## src/rtl/core/ccsg_pkg.sv

```systemverilog
`timescale 1ns / 1ps
// Shared constants, types and register indexes of the center crop scaler.
package ccsg_pkg;

  localparam int MAX_DIM   = 1024;
  localparam int FRAC_BITS = 16;

  localparam int DIM_W   = $clog2(MAX_DIM) + 1;
  localparam int CRD_W   = $clog2(MAX_DIM);
  localparam int SCALE_W = DIM_W + FRAC_BITS;
  localparam int ACC_W   = DIM_W + SCALE_W;
  localparam int SEL_W   = ACC_W - FRAC_BITS + 1;
  localparam int PROD_W  = DIM_W + SCALE_W;
  localparam int CROP_W  = PROD_W - FRAC_BITS;
  localparam int STEP_W  = $clog2(SCALE_W + 1);

  localparam int QDEPTH  = 4;
  localparam int QPTR_W  = $clog2(QDEPTH);
  localparam int QCNT_W  = $clog2(QDEPTH + 1);

  localparam int CFG_IDX_W = 3;
  localparam logic [CFG_IDX_W-1:0] CFG_SOURCE_WIDTH  = 3'd0;
  localparam logic [CFG_IDX_W-1:0] CFG_SOURCE_HEIGHT = 3'd1;
  localparam logic [CFG_IDX_W-1:0] CFG_TARGET_WIDTH  = 3'd2;
  localparam logic [CFG_IDX_W-1:0] CFG_TARGET_HEIGHT = 3'd3;

  localparam logic [DIM_W-1:0] RST_SOURCE_WIDTH  = DIM_W'(240);
  localparam logic [DIM_W-1:0] RST_SOURCE_HEIGHT = DIM_W'(240);
  localparam logic [DIM_W-1:0] RST_TARGET_WIDTH  = DIM_W'(96);
  localparam logic [DIM_W-1:0] RST_TARGET_HEIGHT = DIM_W'(96);

  localparam logic [7:0] RB_MASK = 8'hF8;
  localparam logic [7:0] G_MASK  = 8'hFC;
  localparam logic [15:0] LUMA_R = 16'd77;
  localparam logic [15:0] LUMA_G = 16'd150;
  localparam logic [15:0] LUMA_B = 16'd29;

  typedef struct packed {
    logic [DIM_W-1:0] src_w;
    logic [DIM_W-1:0] src_h;
    logic [DIM_W-1:0] dst_w;
    logic [DIM_W-1:0] dst_h;
  } dims_t;

  typedef struct packed {
    logic       frame_start;
    logic [7:0] red;
    logic [7:0] green;
    logic [7:0] blue;
  } q_item_t;

endpackage

```

## src/rtl/core/center_crop_scale_rgb565_gray_core.sv

```systemverilog
`timescale 1ns / 1ps
// Top level of the center crop nearest-neighbor scaler from RGB565 to RGB888 and luma.
//
//   channel  direction  handshake          payload
//   in_      input      in_valid/in_stall  pixel_word, frame_start
//   out_     output     out_valid/out_stall red, green, blue, gray, dest_col, dest_row,
//                                           frame_end
//   cfg_     input      cfg_valid/cfg_ready index, data (four size registers)
//
// Pixels stream through a four-entry queue and a result register at one item per cycle
// while nothing stalls. A frame start item holds the back end while the setup runs:
// two bit-serial divisions run in parallel, then two multiply steps and one offset step.
// rst_n is synchronous; it clears all control state and loads the default sizes.
// A stalled result register stops the back end popping; the queue accepts until full.
module center_crop_scale_rgb565_gray_core (
  input  logic                            clk,
  input  logic                            rst_n,
  input  logic                            in_valid,
  output logic                            in_stall,
  input  logic [15:0]                     in_pixel_word,
  input  logic                            in_frame_start,
  output logic                            out_valid,
  input  logic                            out_stall,
  output logic [7:0]                      out_red,
  output logic [7:0]                      out_green,
  output logic [7:0]                      out_blue,
  output logic [7:0]                      out_gray,
  output logic [ccsg_pkg::CRD_W-1:0]      out_dest_col,
  output logic [ccsg_pkg::CRD_W-1:0]      out_dest_row,
  output logic                            out_frame_end,
  input  logic                            cfg_valid,
  output logic                            cfg_ready,
  input  logic [ccsg_pkg::CFG_IDX_W-1:0]  cfg_index,
  input  logic [ccsg_pkg::DIM_W-1:0]      cfg_data
);

  logic [ccsg_pkg::DIM_W-1:0] src_w_r, src_h_r, dst_w_r, dst_h_r;
  logic [ccsg_pkg::DIM_W-1:0] src_w_eff, src_h_eff;
  ccsg_pkg::dims_t            dims;
  logic                       q_valid;
  logic                       q_pop;
  ccsg_pkg::q_item_t          q_item;

  assign cfg_ready = 1'b1;

  always_ff @(posedge clk) begin
    if (!rst_n) begin
      src_w_r <= ccsg_pkg::RST_SOURCE_WIDTH;
      src_h_r <= ccsg_pkg::RST_SOURCE_HEIGHT;
      dst_w_r <= ccsg_pkg::RST_TARGET_WIDTH;
      dst_h_r <= ccsg_pkg::RST_TARGET_HEIGHT;
    end else if (cfg_valid && cfg_ready) begin
      case (cfg_index)
        ccsg_pkg::CFG_SOURCE_WIDTH:  src_w_r <= cfg_data;
        ccsg_pkg::CFG_SOURCE_HEIGHT: src_h_r <= cfg_data;
        ccsg_pkg::CFG_TARGET_WIDTH:  dst_w_r <= cfg_data;
        ccsg_pkg::CFG_TARGET_HEIGHT: dst_h_r <= cfg_data;
        default: begin
        end
      endcase
    end
  end

  // Sizes are clamped to 1..MAX_DIM, target sizes further to the source size.
  always_comb begin
    src_w_eff = (src_w_r == '0) ? ccsg_pkg::DIM_W'(1) :
                (src_w_r > ccsg_pkg::DIM_W'(ccsg_pkg::MAX_DIM)) ?
                ccsg_pkg::DIM_W'(ccsg_pkg::MAX_DIM) : src_w_r;
    src_h_eff = (src_h_r == '0) ? ccsg_pkg::DIM_W'(1) :
                (src_h_r > ccsg_pkg::DIM_W'(ccsg_pkg::MAX_DIM)) ?
                ccsg_pkg::DIM_W'(ccsg_pkg::MAX_DIM) : src_h_r;
    dims.src_w = src_w_eff;
    dims.src_h = src_h_eff;
    dims.dst_w = (dst_w_r == '0) ? ccsg_pkg::DIM_W'(1) :
                 (dst_w_r > src_w_eff) ? src_w_eff : dst_w_r;
    dims.dst_h = (dst_h_r == '0) ? ccsg_pkg::DIM_W'(1) :
                 (dst_h_r > src_h_eff) ? src_h_eff : dst_h_r;
  end

  ccsg_front u_front (
    .clk            (clk),
    .rst_n          (rst_n),
    .in_valid       (in_valid),
    .in_stall       (in_stall),
    .in_pixel_word  (in_pixel_word),
    .in_frame_start (in_frame_start),
    .q_valid        (q_valid),
    .q_item         (q_item),
    .q_pop          (q_pop)
  );

  ccsg_back u_back (
    .clk           (clk),
    .rst_n         (rst_n),
    .dims          (dims),
    .q_valid       (q_valid),
    .q_item        (q_item),
    .q_pop         (q_pop),
    .out_valid     (out_valid),
    .out_stall     (out_stall),
    .out_red       (out_red),
    .out_green     (out_green),
    .out_blue      (out_blue),
    .out_gray      (out_gray),
    .out_dest_col  (out_dest_col),
    .out_dest_row  (out_dest_row),
    .out_frame_end (out_frame_end)
  );

endmodule

```

## src/rtl/core/ccsg_front.sv

```systemverilog
`timescale 1ns / 1ps
// Input stage: accepts pixels, expands RGB565 and queues them for the back end.
module ccsg_front (
  input  logic                clk,
  input  logic                rst_n,
  input  logic                in_valid,
  output logic                in_stall,
  input  logic [15:0]         in_pixel_word,
  input  logic                in_frame_start,
  output logic                q_valid,
  output ccsg_pkg::q_item_t   q_item,
  input  logic                q_pop
);

  ccsg_pkg::q_item_t                 queue_r [ccsg_pkg::QDEPTH];
  logic [ccsg_pkg::QPTR_W-1:0]       wr_ptr_r, wr_ptr_nxt;
  logic [ccsg_pkg::QPTR_W-1:0]       rd_ptr_r, rd_ptr_nxt;
  logic [ccsg_pkg::QCNT_W-1:0]       count_r, count_nxt;
  ccsg_pkg::q_item_t                 new_item;
  logic                              push;

  always_comb begin
    new_item.frame_start = in_frame_start;
    new_item.red         = in_pixel_word[15:8] & ccsg_pkg::RB_MASK;
    new_item.green       = in_pixel_word[10:3] & ccsg_pkg::G_MASK;
    new_item.blue        = {in_pixel_word[4:0], 3'b000} & ccsg_pkg::RB_MASK;
  end

  assign in_stall = (count_r == ccsg_pkg::QCNT_W'(ccsg_pkg::QDEPTH));
  assign push     = in_valid && !in_stall;
  assign q_valid  = (count_r != '0);
  assign q_item   = queue_r[rd_ptr_r];

  always_comb begin
    wr_ptr_nxt = push ? wr_ptr_r + 1'b1 : wr_ptr_r;
    rd_ptr_nxt = q_pop ? rd_ptr_r + 1'b1 : rd_ptr_r;
    count_nxt  = count_r;
    if (push && !q_pop) begin
      count_nxt = count_r + 1'b1;
    end else if (!push && q_pop) begin
      count_nxt = count_r - 1'b1;
    end
  end

  always_ff @(posedge clk) begin
    if (!rst_n) begin
      wr_ptr_r <= '0;
      rd_ptr_r <= '0;
      count_r  <= '0;
    end else begin
      wr_ptr_r <= wr_ptr_nxt;
      rd_ptr_r <= rd_ptr_nxt;
      count_r  <= count_nxt;
    end
  end

  always_ff @(posedge clk) begin
    if (push) begin
      queue_r[wr_ptr_r] <= new_item;
    end
  end

endmodule

```

## src/rtl/core/ccsg_div.sv

```systemverilog
`timescale 1ns / 1ps
// Restoring divider that produces one quotient bit per cycle for the scale setup.
module ccsg_div (
  input  logic                          clk,
  input  logic                          rst_n,
  input  logic                          start,
  input  logic [ccsg_pkg::SCALE_W-1:0]  dividend,
  input  logic [ccsg_pkg::DIM_W-1:0]    divisor,
  output logic                          done,
  output logic [ccsg_pkg::SCALE_W-1:0]  quotient
);

  logic                            busy_r, busy_nxt;
  logic                            done_r, done_nxt;
  logic [ccsg_pkg::STEP_W-1:0]     step_r, step_nxt;
  logic [ccsg_pkg::DIM_W-1:0]      rem_r, rem_nxt;
  logic [ccsg_pkg::DIM_W-1:0]      dvs_r, dvs_nxt;
  logic [ccsg_pkg::SCALE_W-1:0]    quo_r, quo_nxt;
  logic [ccsg_pkg::DIM_W:0]        rem_sh;
  logic [ccsg_pkg::DIM_W:0]        diff;
  logic                            fits;

  always_comb begin
    rem_sh   = {rem_r, quo_r[ccsg_pkg::SCALE_W-1]};
    diff     = rem_sh - {1'b0, dvs_r};
    fits     = (rem_sh >= {1'b0, dvs_r});
    busy_nxt = busy_r;
    done_nxt = 1'b0;
    step_nxt = step_r;
    rem_nxt  = rem_r;
    dvs_nxt  = dvs_r;
    quo_nxt  = quo_r;
    if (start) begin
      busy_nxt = 1'b1;
      step_nxt = '0;
      rem_nxt  = '0;
      dvs_nxt  = divisor;
      quo_nxt  = dividend;
    end else if (busy_r) begin
      rem_nxt  = fits ? diff[ccsg_pkg::DIM_W-1:0] : rem_sh[ccsg_pkg::DIM_W-1:0];
      quo_nxt  = {quo_r[ccsg_pkg::SCALE_W-2:0], fits};
      step_nxt = step_r + 1'b1;
      if (step_r == ccsg_pkg::STEP_W'(ccsg_pkg::SCALE_W - 1)) begin
        busy_nxt = 1'b0;
        done_nxt = 1'b1;
      end
    end
  end

  always_ff @(posedge clk) begin
    if (!rst_n) begin
      busy_r <= 1'b0;
      done_r <= 1'b0;
      step_r <= '0;
    end else begin
      busy_r <= busy_nxt;
      done_r <= done_nxt;
      step_r <= step_nxt;
    end
  end

  always_ff @(posedge clk) begin
    rem_r <= rem_nxt;
    dvs_r <= dvs_nxt;
    quo_r <= quo_nxt;
  end

  assign done     = done_r;
  assign quotient = quo_r;

endmodule

```

## src/rtl/core/ccsg_back.sv

```systemverilog
`timescale 1ns / 1ps
// Back end: per-frame scale and crop setup, sampling counters and result register.
module ccsg_back (
  input  logic                        clk,
  input  logic                        rst_n,
  input  ccsg_pkg::dims_t             dims,
  input  logic                        q_valid,
  input  ccsg_pkg::q_item_t           q_item,
  output logic                        q_pop,
  output logic                        out_valid,
  input  logic                        out_stall,
  output logic [7:0]                  out_red,
  output logic [7:0]                  out_green,
  output logic [7:0]                  out_blue,
  output logic [7:0]                  out_gray,
  output logic [ccsg_pkg::CRD_W-1:0]  out_dest_col,
  output logic [ccsg_pkg::CRD_W-1:0]  out_dest_row,
  output logic                        out_frame_end
);

  typedef enum logic [2:0] {
    ST_RUN,
    ST_DIV,
    ST_MULX,
    ST_MULY,
    ST_OFS
  } state_t;

  localparam int DW = ccsg_pkg::DIM_W;
  localparam int CW = ccsg_pkg::CRD_W;
  localparam int SW = ccsg_pkg::SEL_W;
  localparam int FB = ccsg_pkg::FRAC_BITS;

  state_t                          state_r, state_nxt;
  logic                            setup_done_r, setup_done_nxt;
  logic                            frame_active_r, frame_active_nxt;
  logic [CW-1:0]                   src_col_r, src_col_nxt;
  logic [CW-1:0]                   src_row_r, src_row_nxt;
  logic [DW-1:0]                   dst_col_r, dst_col_nxt;
  logic [DW-1:0]                   dst_row_r, dst_row_nxt;
  logic [ccsg_pkg::ACC_W-1:0]      col_acc_r, col_acc_nxt;
  logic [ccsg_pkg::ACC_W-1:0]      row_acc_r, row_acc_nxt;
  logic [ccsg_pkg::SCALE_W-1:0]    scale_r, scale_nxt;
  logic [CW-1:0]                   ofs_x_r, ofs_x_nxt;
  logic [CW-1:0]                   ofs_y_r, ofs_y_nxt;
  logic [ccsg_pkg::CROP_W-1:0]     crop_w_r, crop_w_nxt;
  logic [ccsg_pkg::CROP_W-1:0]     crop_h_r, crop_h_nxt;
  logic                            out_valid_r, out_valid_nxt;
  logic [7:0]                      red_r, red_nxt;
  logic [7:0]                      green_r, green_nxt;
  logic [7:0]                      blue_r, blue_nxt;
  logic [7:0]                      gray_r, gray_nxt;
  logic [CW-1:0]                   dcol_r, dcol_nxt;
  logic [CW-1:0]                   drow_r, drow_nxt;
  logic                            fend_r, fend_nxt;

  logic                            div_start;
  logic                            dx_done, dy_done;
  logic [ccsg_pkg::SCALE_W-1:0]    qx, qy;
  logic [DW-1:0]                   mul_a;
  logic [ccsg_pkg::PROD_W-1:0]     product;
  logic [DW-1:0]                   sw_m1, sh_m1, tw_m1, th_m1;
  logic [SW-1:0]                   row_sel_raw, row_sel, col_sel_raw, col_sel;
  logic                            row_hit, emit, row_end, frame_done;
  logic                            can_load, begin_setup, pop;
  logic [15:0]                     luma_sum;
  logic [ccsg_pkg::CROP_W-1:0]     crop_w_room, crop_h_room;

  ccsg_div u_div_x (
    .clk      (clk),
    .rst_n    (rst_n),
    .start    (div_start),
    .dividend ({dims.src_w, {FB{1'b0}}}),
    .divisor  (dims.dst_w),
    .done     (dx_done),
    .quotient (qx)
  );

  ccsg_div u_div_y (
    .clk      (clk),
    .rst_n    (rst_n),
    .start    (div_start),
    .dividend ({dims.src_h, {FB{1'b0}}}),
    .divisor  (dims.dst_h),
    .done     (dy_done),
    .quotient (qy)
  );

  always_comb begin
    sw_m1 = dims.src_w - 1'b1;
    sh_m1 = dims.src_h - 1'b1;
    tw_m1 = dims.dst_w - 1'b1;
    th_m1 = dims.dst_h - 1'b1;

    row_sel_raw = SW'(ofs_y_r) + SW'(row_acc_r[ccsg_pkg::ACC_W-1:FB]);
    row_sel     = (row_sel_raw >= SW'(dims.src_h)) ? SW'(sh_m1) : row_sel_raw;
    col_sel_raw = SW'(ofs_x_r) + SW'(col_acc_r[ccsg_pkg::ACC_W-1:FB]);
    col_sel     = (col_sel_raw >= SW'(dims.src_w)) ? SW'(sw_m1) : col_sel_raw;

    row_hit    = (dst_row_r < dims.dst_h) && (SW'(src_row_r) == row_sel);
    emit       = frame_active_r && row_hit && (dst_col_r < dims.dst_w)
                 && (SW'(src_col_r) == col_sel);
    row_end    = ({1'b0, src_col_r} >= sw_m1);
    frame_done = ({1'b0, src_row_r} >= sh_m1);

    luma_sum = ccsg_pkg::LUMA_R * {8'd0, q_item.red}
             + ccsg_pkg::LUMA_G * {8'd0, q_item.green}
             + ccsg_pkg::LUMA_B * {8'd0, q_item.blue};

    mul_a   = (state_r == ST_MULX) ? dims.dst_w : dims.dst_h;
    product = ccsg_pkg::PROD_W'(mul_a) * ccsg_pkg::PROD_W'(scale_r);

    crop_w_room = ccsg_pkg::CROP_W'(dims.src_w) - crop_w_r;
    crop_h_room = ccsg_pkg::CROP_W'(dims.src_h) - crop_h_r;

    can_load    = !out_valid_r || !out_stall;
    begin_setup = (state_r == ST_RUN) && q_valid && q_item.frame_start && !setup_done_r;
    pop         = (state_r == ST_RUN) && q_valid && !begin_setup && can_load;
    div_start   = begin_setup;
  end

  always_comb begin
    state_nxt        = state_r;
    setup_done_nxt   = setup_done_r;
    frame_active_nxt = frame_active_r;
    src_col_nxt      = src_col_r;
    src_row_nxt      = src_row_r;
    dst_col_nxt      = dst_col_r;
    dst_row_nxt      = dst_row_r;
    col_acc_nxt      = col_acc_r;
    row_acc_nxt      = row_acc_r;
    scale_nxt        = scale_r;
    ofs_x_nxt        = ofs_x_r;
    ofs_y_nxt        = ofs_y_r;
    crop_w_nxt       = crop_w_r;
    crop_h_nxt       = crop_h_r;
    out_valid_nxt    = out_valid_r && out_stall;
    red_nxt          = red_r;
    green_nxt        = green_r;
    blue_nxt         = blue_r;
    gray_nxt         = gray_r;
    dcol_nxt         = dcol_r;
    drow_nxt         = drow_r;
    fend_nxt         = fend_r;

    case (state_r)
      ST_RUN: begin
        if (begin_setup) begin
          state_nxt = ST_DIV;
        end else if (pop) begin
          setup_done_nxt = 1'b0;
          if (frame_active_r) begin
            if (emit) begin
              out_valid_nxt = 1'b1;
              red_nxt       = q_item.red;
              green_nxt     = q_item.green;
              blue_nxt      = q_item.blue;
              gray_nxt      = luma_sum[15:8];
              dcol_nxt      = dst_col_r[CW-1:0];
              drow_nxt      = dst_row_r[CW-1:0];
              fend_nxt      = (dst_col_r == tw_m1) && (dst_row_r == th_m1);
              dst_col_nxt   = dst_col_r + 1'b1;
              col_acc_nxt   = col_acc_r + ccsg_pkg::ACC_W'(scale_r);
            end
            if (row_end) begin
              src_col_nxt = '0;
              if (row_hit) begin
                dst_row_nxt = dst_row_r + 1'b1;
                row_acc_nxt = row_acc_r + ccsg_pkg::ACC_W'(scale_r);
                dst_col_nxt = '0;
                col_acc_nxt = '0;
              end
              if (frame_done) begin
                src_row_nxt      = '0;
                frame_active_nxt = 1'b0;
              end else begin
                src_row_nxt = src_row_r + 1'b1;
              end
            end else begin
              src_col_nxt = src_col_r + 1'b1;
            end
          end
        end
      end
      ST_DIV: begin
        if (dx_done) begin
          scale_nxt = (qx < qy) ? qx : qy;
          state_nxt = ST_MULX;
        end
      end
      ST_MULX: begin
        crop_w_nxt = product[ccsg_pkg::PROD_W-1:FB];
        state_nxt  = ST_MULY;
      end
      ST_MULY: begin
        crop_h_nxt = product[ccsg_pkg::PROD_W-1:FB];
        state_nxt  = ST_OFS;
      end
      ST_OFS: begin
        ofs_x_nxt = (crop_w_r <= ccsg_pkg::CROP_W'(dims.src_w)) ? crop_w_room[CW:1] : '0;
        ofs_y_nxt = (crop_h_r <= ccsg_pkg::CROP_W'(dims.src_h)) ? crop_h_room[CW:1] : '0;
        src_col_nxt      = '0;
        src_row_nxt      = '0;
        dst_col_nxt      = '0;
        dst_row_nxt      = '0;
        col_acc_nxt      = '0;
        row_acc_nxt      = '0;
        frame_active_nxt = 1'b1;
        setup_done_nxt   = 1'b1;
        state_nxt        = ST_RUN;
      end
      default: begin
        state_nxt = ST_RUN;
      end
    endcase
  end

  always_ff @(posedge clk) begin
    if (!rst_n) begin
      state_r        <= ST_RUN;
      setup_done_r   <= 1'b0;
      frame_active_r <= 1'b0;
      src_col_r      <= '0;
      src_row_r      <= '0;
      dst_col_r      <= '0;
      dst_row_r      <= '0;
      col_acc_r      <= '0;
      row_acc_r      <= '0;
      scale_r        <= '0;
      ofs_x_r        <= '0;
      ofs_y_r        <= '0;
      out_valid_r    <= 1'b0;
    end else begin
      state_r        <= state_nxt;
      setup_done_r   <= setup_done_nxt;
      frame_active_r <= frame_active_nxt;
      src_col_r      <= src_col_nxt;
      src_row_r      <= src_row_nxt;
      dst_col_r      <= dst_col_nxt;
      dst_row_r      <= dst_row_nxt;
      col_acc_r      <= col_acc_nxt;
      row_acc_r      <= row_acc_nxt;
      scale_r        <= scale_nxt;
      ofs_x_r        <= ofs_x_nxt;
      ofs_y_r        <= ofs_y_nxt;
      out_valid_r    <= out_valid_nxt;
    end
  end

  always_ff @(posedge clk) begin
    crop_w_r <= crop_w_nxt;
    crop_h_r <= crop_h_nxt;
    red_r    <= red_nxt;
    green_r  <= green_nxt;
    blue_r   <= blue_nxt;
    gray_r   <= gray_nxt;
    dcol_r   <= dcol_nxt;
    drow_r   <= drow_nxt;
    fend_r   <= fend_nxt;
  end

  assign q_pop         = pop;
  assign out_valid     = out_valid_r;
  assign out_red       = red_r;
  assign out_green     = green_r;
  assign out_blue      = blue_r;
  assign out_gray      = gray_r;
  assign out_dest_col  = dcol_r;
  assign out_dest_row  = drow_r;
  assign out_frame_end = fend_r;

  // No item is consumed while the frame setup sequence runs.
  a_no_pop_in_setup: assert property (@(posedge clk) disable iff (!rst_n)
    (state_r != ST_RUN) |-> !pop)
    else $error("item consumed during frame setup");

  // Both dividers have the same length and finish together.
  a_div_in_step: assert property (@(posedge clk) disable iff (!rst_n)
    (dx_done == dy_done))
    else $error("scale dividers out of step");

  // A frame start item always runs the setup before it is consumed.
  a_start_after_setup: assert property (@(posedge clk) disable iff (!rst_n)
    (pop && q_item.frame_start) |-> (setup_done_r && frame_active_r))
    else $error("frame start consumed without setup");

  // A result never overwrites one that is still waiting.
  a_no_overwrite: assert property (@(posedge clk) disable iff (!rst_n)
    (out_valid_r && out_stall) |-> !(pop && emit))
    else $error("pending result overwritten");

  // The setup ends with a frame in progress and counters cleared.
  a_setup_result: assert property (@(posedge clk) disable iff (!rst_n)
    (state_r == ST_OFS) |=> (frame_active_r && (src_col_r == '0) && (src_row_r == '0)))
    else $error("frame setup left bad counter state");

endmodule
```

## config.mk

```make
export PLATFORM = sky130hd
export DESIGN_NAME = center_crop_scale_rgb565_gray_core
export DESIGN_NICKNAME = d
export VERILOG_FILES = /design/src/rtl/core/ccsg_pkg.sv /design/src/rtl/core/center_crop_scale_rgb565_gray_core.sv /design/src/rtl/core/ccsg_front.sv /design/src/rtl/core/ccsg_div.sv /design/src/rtl/core/ccsg_back.sv
export SDC_FILE = /design/constraint.sdc
export NUM_CORES = 2
export LEC_CHECK = 0
export BUFFER_PORTS_ARGS = -buffer_cell sky130_fd_sc_hd__buf_2
export CAP_MARGIN = 20
export CORE_ASPECT_RATIO = 1.75
export CORE_MARGIN = 8
export CORE_UTILIZATION = 40
export DETAILED_ROUTE_END_ITERATION = 12
export SYNTH_ARGS = -nofsm -noshare
export SYNTH_HDL_FRONTEND = slang
export SYNTH_SLANG_ARGS = --single-unit
```

## constraint.sdc

```tcl
create_clock -name clk -period 12.8 [get_ports clk]
set_input_delay 1.92 -clock clk [delete_from_list [all_inputs] [get_ports clk]]
set_output_delay 1.92 -clock clk [all_outputs]
set_load 0.005 [all_outputs]
```

After elaboration in Yosys (flattened, before gate mapping)
Memories as Yosys holds them, arrays and structs flattened. A register that Yosys moved wholly into a read port is not among the register bits. Index checks and enable logic that the tools add are counted.

Register bits: 430. Output and inout port bits: 56. Memories kept: 1. RAM bits: 68. Logic and storage cells: 243. Input bits: 36.

Multiply operators: 4. Mux-type cells: 87. Bitwise logic cells: 3. Order comparisons: 15. Reductions and logical operators: 46. Equality and inequality tests: 21. Add/subtract/negate cells: 24.

Memories: u_front.queue_r (words 4, bits a word 17, rd ports 1, clocked after memory_dff 1, write ports 1, line ccsg_front.sv:15) `ccsg_pkg::q_item_t queue_r [ccsg_pkg::QDEPTH];`.

Operators with widths (count): 38-bit 2-to-1 mux (11); 11-bit 2-to-1 mux (22); 38-bit case mux with 2 select lines (2); 27-bit 2-to-1 mux (5); 10-bit 2-to-1 mux (11); 38-bit by 27-bit adder with 38-bit output (2); 10-bit by 22-bit adder with 23-bit output (2); 10-bit by 23-bit == test with 1-bit output (2); 23-bit by 11-bit greater-or-equal comparator with 1-bit output (2); 23-bit 2-to-1 mux (2); 22-bit by 11-bit less-or-equal comparator with 1-bit output (2); 11-bit zero test (4); 11-bit case mux with 2 select lines (2); 11-bit by 1-bit subtractor with 11-bit output (second input constant) (4); 11-bit subtractor (4); 10-bit case mux with 2 select lines (2); 11-bit by 27-bit multiplier with 38-bit output (1); 7-bit by 8-bit multiplier with 15-bit output (first input constant) (2); 27-bit < comparator (1); 12-bit by 11-bit greater-or-equal comparator with 1-bit output (2); 11-bit by 1-bit adder with 11-bit output (second input constant) (2); 11-bit == test (2); 10-bit by 11-bit greater-or-equal comparator with 1-bit output (2); 11-bit greater-than comparator (2); other kinds (35) (107).

Longest topological paths before layout
Depth in word-level cells: 18. Mapped depth: 38. Depth with buffers taken out: 36.

By module
From an unflattened synthesis, not the netlist that was laid out.

Cell total of the unflattened synthesis: 4359. Area, all modules: 41735.0 um^2.

By module, submodules not included: ccsg_back (sequential area each 6336.1 um^2, cells each 3322, area each 29997.5 um^2, instances 1); ccsg_div (sequential area each 1501.4 um^2, cells each 254, area each 2935.3 um^2, instances 2); ccsg_front (sequential area each 2222.1 um^2, cells each 146, area each 3026.7 um^2, instances 1); center_crop_scale_rgb565_gray_core (sequential area each 880.8 um^2, cells each 383, area each 2840.2 um^2, instances 1).

Least setup slack after synthesis
OpenSTA, ideal clock, no wires.

Path kind: register to register. Start point: register src_h_r[2] (netlist bit). End point: register u_back.crop_h_r[17] (netlist bit) (data pin). Cell stages (with the launch flop): 35. Setup time: 0.262 ns. Path buffers: 3. Clock period less this slack: 8.903 ns. Arrival: 8.640 ns. Path slack: 3.897 ns. Data required time: 12.538 ns. Path through: dfxtp_1 > or4_1 > nor3_1 > o21ai_0 > inv_1 > ha_1 > inv_1 > nor4_1 > a21oi_1 > clkbuf_1 > mux2i_1 > or2_2 > clkbuf_1 > o21ai_1 > clkbuf_1 > nand2_1 > fa_1 > fa_1 > fa_1 > inv_1 > fa_1 > inv_1 > fa_1 > inv_1 > ha_1 > a2111oi_0 > nand2_1 > o31a_1 > o211a_1 > o211a_1 > or2_2 > o211a_1 > o21a_1 > nor2_1 > xnor2_1.

Word-level cells in the longest chain between the ends: 8. Elaborated cells on any way between the ends: 9. Classes of those cells: 1 x mul; 2 x order compare; 5 x mux; 1 x reduce/logical.

RTL lines: start: declaration (line center_crop_scale_rgb565_gray_core.sv:37) `logic [ccsg_pkg::DIM_W-1:0] src_w_r, src_h_r, dst_w_r, dst_h_r;`; start signal: assignment (line center_crop_scale_rgb565_gray_core.sv:49) `src_h_r <= ccsg_pkg::RST_SOURCE_HEIGHT;`; start signal: assignment (line center_crop_scale_rgb565_gray_core.sv:55) `ccsg_pkg::CFG_SOURCE_HEIGHT: src_h_r <= cfg_data;`; 11-bit greater-than comparator (line center_crop_scale_rgb565_gray_core.sv:70) `(src_h_r > ccsg_pkg::DIM_W'(ccsg_pkg::MAX_DIM)) ?`; 11-bit 2-to-1 mux (line center_crop_scale_rgb565_gray_core.sv:70); 11-bit 2-to-1 mux (*) (line center_crop_scale_rgb565_gray_core.sv:69) `src_h_eff = (src_h_r == '0) ? ccsg_pkg::DIM_W'(1) :`; 11-bit greater-than comparator (line center_crop_scale_rgb565_gray_core.sv:77) `(dst_h_r > src_h_eff) ? src_h_eff : dst_h_r;`; 11-bit 2-to-1 mux (*) (line center_crop_scale_rgb565_gray_core.sv:77); 11-bit 2-to-1 mux (*) (line center_crop_scale_rgb565_gray_core.sv:76) `dims.dst_h = (dst_h_r == '0) ? ccsg_pkg::DIM_W'(1) :`; 11-bit 2-to-1 mux (*) (line ccsg_back.sv:110) `mul_a = (state_r == ST_MULX) ? dims.dst_w : dims.dst_h;`; 11-bit by 27-bit multiplier with 38-bit output (*) (line ccsg_back.sv:111) `product = ccsg_pkg::PROD_W'(mul_a) * ccsg_pkg::PROD_W'(scale_r);`; net u_back.product, one bit (line ccsg_back.sv:61) `logic [ccsg_pkg::PROD_W-1:0] product;`; end signal: assignment (line ccsg_back.sv:252) `crop_h_r <= crop_h_nxt;`; end: declaration (line ccsg_back.sv:47) `logic [ccsg_pkg::CROP_W-1:0] crop_h_r, crop_h_nxt;`.

The timed path passes the listed nets; every way through them passes the cells marked *. A chain may end at the register's enable or synchronous reset.

==> flow_summary_export.csv <==
group,metric,value,unit
worst_setup_path,timing.rr.end,"u_back.crop_h_r[20]",
routing,route.vias.total,32180,
sta,maximum_clock_rate,93.14,MHz
finish,drive_above_1_share,7.531,%
placement,placement.io_buffers,82,
worst_setup_path,reg2reg_from,"src_h_r[10]",
clock_tree,root_buffer,"sky130_fd_sc_hd__clkbuf_16",
synthesis,postSynth.asyncResetShare,0,%
synthesis,postSynthAreaPerCell,9.230,sq um
clock_tree,post_cts_resized,0,
synthesis,number_of_synthesis_warnings,0,
sta,worst_clock_skew,0.03911,ns
status,status,"finished clean",
sta,relSlewSlack,22.64,%
clock_tree,ctsHtreeMaxLevel,2,
worst_setup_path,ff_to_ff_setup_slack,2.06,ns
routing,viasPerCell,5.584,
global_routing,grt_antenna_before_repair,2,
clock_tree,cts_made_buffers,47,
die,initial_core_util,40.19,%
sta,rsz_0062_raised_after_global_routing,"false",
clock_tree,cts_tree,"done",
routing,routed.top_layer,"met4",
worst_setup_path,reg2reg_depth,36,
routing,ant_nets,0,
synthesis,synthesis_stage_register_bit_count,492,
hold_path,hold_class,"flip-flop to flip-flop",
routing,met1_length,43.82,mm
worst_setup_path,critical_path.slowest_cell,"sky130_fd_sc_hd__dfxtp_1",
pwr,power.density_cell_area,203.7,nW/um^2
worst_setup_path,setup.worst_path.start_class,"flip-flop",
finish,num-nets-final,5105,
routing,wire_per_inst,21.72,um
clock_tree,clockBufferDepth,3,
die,chipWidth,255.9,um
run,number_of_max_cap_violations,0,
clock_tree,cts.reportedPaths.clkPinSlew,0.07,ns
routing,route.met3.wl,4.414,mm
routing,detail_route.wirelength,125.1,mm
hold_path,worst_hold_path.endpoint,"u_back.row_acc_r[12]",
synthesis,synth_seq_area_share,29.45,%
worst_setup_path,cp_data_required_time,13.17,ns
die,die_area,111500,sq um
synthesis,ys_dominant_reg_cell,"sky130_fd_sc_hd__dfxtp_1",
finish,multi_input_comb_area,25900,sq um
global_routing,first_pass_grt_wire_length,191.9,mm
sta,final.setup.tns,0,ns
worst_setup_path,critical_path_peak_fanout,16,
sta,report.final.slew_viol_count,0,
global_routing,maximum_number_of_pins_on_one_net_before_global_route_repair,68,
worst_setup_path,crit_top_cell,"sky130_fd_sc_hd__inv_1",
global_routing,groute.usage.overall,21.96,%
routing,drt_iter0_drc,1602,
hold_path,hp-start,"u_back.row_acc_r[12]",
hold_path,hold_path_depth,2,
routing,drc_errors,0,
finish,final.fill_count,9800,
worst_setup_path,critPathArrivalTime,11.11,ns
routing,met2_length,66.32,mm
synthesis,ys_types,101,
global_routing,gr-total-overflow,0,
die,floorplan.rows,154,
finish,area.sequential,11860,sq um
finish,postLayoutCoreUtil,43.88,%
pwr,max-vdd-ir-drop,0.8450,mV
synthesis,postSynthCellCount,4363,
pwr,power_leakage,19.76,nW
sta,post-route-period-util,83.88,%
placement,placed_cell_area,42330,sq um
sta,finalSetupViolations,0,
die,die_extent_in_y,435.7,um
sta,tightest_slew,1.159,ns
placement,gpl.final_weighted_congestion,0.9822,
worst_setup_path,slowest_delay,0.70,ns
finish,stdcell_area,43960,sq um
clock_tree,clk-insertion-delay-late,0.63,ns
sta,report.final.hold_viol_count,0,
sta,finalHoldWorstSlack,0.4618,ns
placement,detailedPlacementHpwl,97.49,mm
clock_tree,post-cts-setup-buffers,0,
synthesis,synth_enable_flop_cells,201,
sta,post-route-min-period,10.74,ns
global_routing,first_global_vias,32880,
worst_setup_path,timing_worst_setup_path_type,"flip-flop to flip-flop",
synthesis,synth_area,40270,sq um
finish,syn2layout_area_growth,9.172,%
routing,drt-pass1-iter-count,5,
worst_setup_path,timing.critical_path.to_type,"flip-flop",
die,core_area,100200,sq um
die,io-pin-count,92,
clock_tree,cts_hold_repair.buffers,0,
clock_tree,clock-sinks,492,
worst max-delay path by stage:
stage / start / end / depth (start not counted)
floorplan: src_h_r[2] / u_back.crop_h_r[17] / 34
global placement: src_h_r[10] / u_back.crop_h_r[20] / 36
detailed placement: src_h_r[10] / u_back.crop_w_r[20] / 36
CTS: src_h_r[10] / u_back.crop_h_r[20] / 36
global route: src_h_r[10] / u_back.crop_w_r[20] / 36
finish: src_h_r[10] / u_back.crop_h_r[20] / 36
synthesized netlist by cell type, types with 14 or more instances:
library cell               count  area share, %
sky130_fd_sc_hd__and3_1       43           0.67
sky130_fd_sc_hd__o21a_1       49           0.91
sky130_fd_sc_hd__a31oi_1      17           0.26
sky130_fd_sc_hd__a21boi_0     14           0.26
sky130_fd_sc_hd__a22o_1       51            1.1
sky130_fd_sc_hd__inv_1       499            4.7
sky130_fd_sc_hd__o21bai_1     26           0.48
sky130_fd_sc_hd__a21o_1       90            1.7
sky130_fd_sc_hd__edfxtp_1    201             15
sky130_fd_sc_hd__o21ai_0     168            2.1
sky130_fd_sc_hd__nor3_1       61           0.76
sky130_fd_sc_hd__nor4_1       32           0.50
sky130_fd_sc_hd__o31ai_1      17           0.32
sky130_fd_sc_hd__mux4_2       17           0.95
sky130_fd_sc_hd__nand4_1      49           0.76
sky130_fd_sc_hd__or4_1        16           0.30
sky130_fd_sc_hd__nor2_1      234            2.2
sky130_fd_sc_hd__fa_1        263             13
sky130_fd_sc_hd__nand2_1     451            4.2
sky130_fd_sc_hd__and2_1      111            1.7
sky130_fd_sc_hd__dfxtp_1     291             14
sky130_fd_sc_hd__mux2i_1      92            2.3
sky130_fd_sc_hd__clkbuf_1    148            1.4
sky130_fd_sc_hd__ha_1        409             13
sky130_fd_sc_hd__xor2_1       66            1.4
sky130_fd_sc_hd__o211ai_1     18           0.34
sky130_fd_sc_hd__or3_1        40           0.62
sky130_fd_sc_hd__xnor2_1     120            2.6
sky130_fd_sc_hd__a21oi_1     262            3.3
sky130_fd_sc_hd__nand2b_1     32           0.50
sky130_fd_sc_hd__nor2b_1      69            1.1
sky130_fd_sc_hd__a211oi_1     41           0.76
sky130_fd_sc_hd__nand3_1     108            1.3
flip-flops by register name, summed over array words and instances (netlist names), 22 cells and up, named ones only:
| signal | flops |
|---|---|
| u_back.col_acc_r | 38 |
| u_back.crop_h_r | 22 |
| u_back.crop_w_r | 22 |
| u_back.row_acc_r | 38 |
| u_back.scale_r | 27 |
| u_back.u_div_x.quotient | 27 |
| u_back.u_div_y.quotient | 27 |
| u_front.queue_r | 68 |
placed cells by master (no fill, tap or decap), drive strengths merged, types with 63 or more instances in the layout:
cell    netlist  routed
a21o         90      90
a21oi       265     265
and2        112     112
buf          37     164
clkbuf      150      67
dfxtp       291     291
edfxtp      201     201
fa          263     263
ha          409     409
inv         500     501
mux2i        92      92
nand2       451     451
nand3       108     108
nor2        234     234
nor2b        69      69
nor3         63      63
o21ai       181     181
xnor2       120     120
xor2         66      66
layer usage:
layer	global-route usage, %	up-vias
li1	-	15120
met1	22.03	15840
met2	41.49	847
met3	2.342	373
met4	16.06	0
met5	0	-
layout make-up:
cell class | count | share of cell area [%]
antenna | 1 | 0.005692
clock inverter | 21 | 0.4440
tap | 1326 | 3.774
inverter | 502 | 4.289
timing repair buffer | 165 | 2.339
sequential | 492 | 26.99
clock buffer | 66 | 3.244
multi-input combinational | 3189 | 58.92
through the flow:
step | cells | power, W | setup WS [ns]
CTS | 5759 | 0.009060 | 1.891
global placement | 5671 | 0.007363 | 2.099
finish | 5762 | 0.008956 | 2.063
floorplan | 4370 | 0.006184 | 3.897
detailed placement | 5672 | 0.007529 | 1.929
global route | 5762 | 0.009838 | 1.499
kinds of logic (layout without fill, tap and decap cells):
kind of cell               after synthesis  count (layout)  synth area share (%)
DFF                                    492             492                 29.45
buffers and inverters                  689             754                 6.618
AOI/OAI and AO/OA                      900             900                 14.67
and+or+nand+nor                       1308            1308                 16.04
other                                    2              10               0.01865
muxes                                  114             114                 3.377
xor gates and xnor gates               186             186                 4.045
adders and majority gates              672             672                 25.78
worst max-delay path, delay by kind of cell (launching register included):
kind            cells  cell delay (ns)
compound gates     10             2.95
fa+ha+maj           7             3.20
flops               1             0.70
xor+xnor            1             0.09
mux                 1             0.20
simple gates        7             1.61
buf+inv            10             1.72
power breakdown:
part | internal (W) | leakage (nW) | switching, W
combinational | 0.00228 | 14.7 | 0.00296
clock | 0.000841 | 0.788 | 0.000660
sequential | 0.00207 | 4.27 | 0.000143
Power figures use the tool's default switching activity.
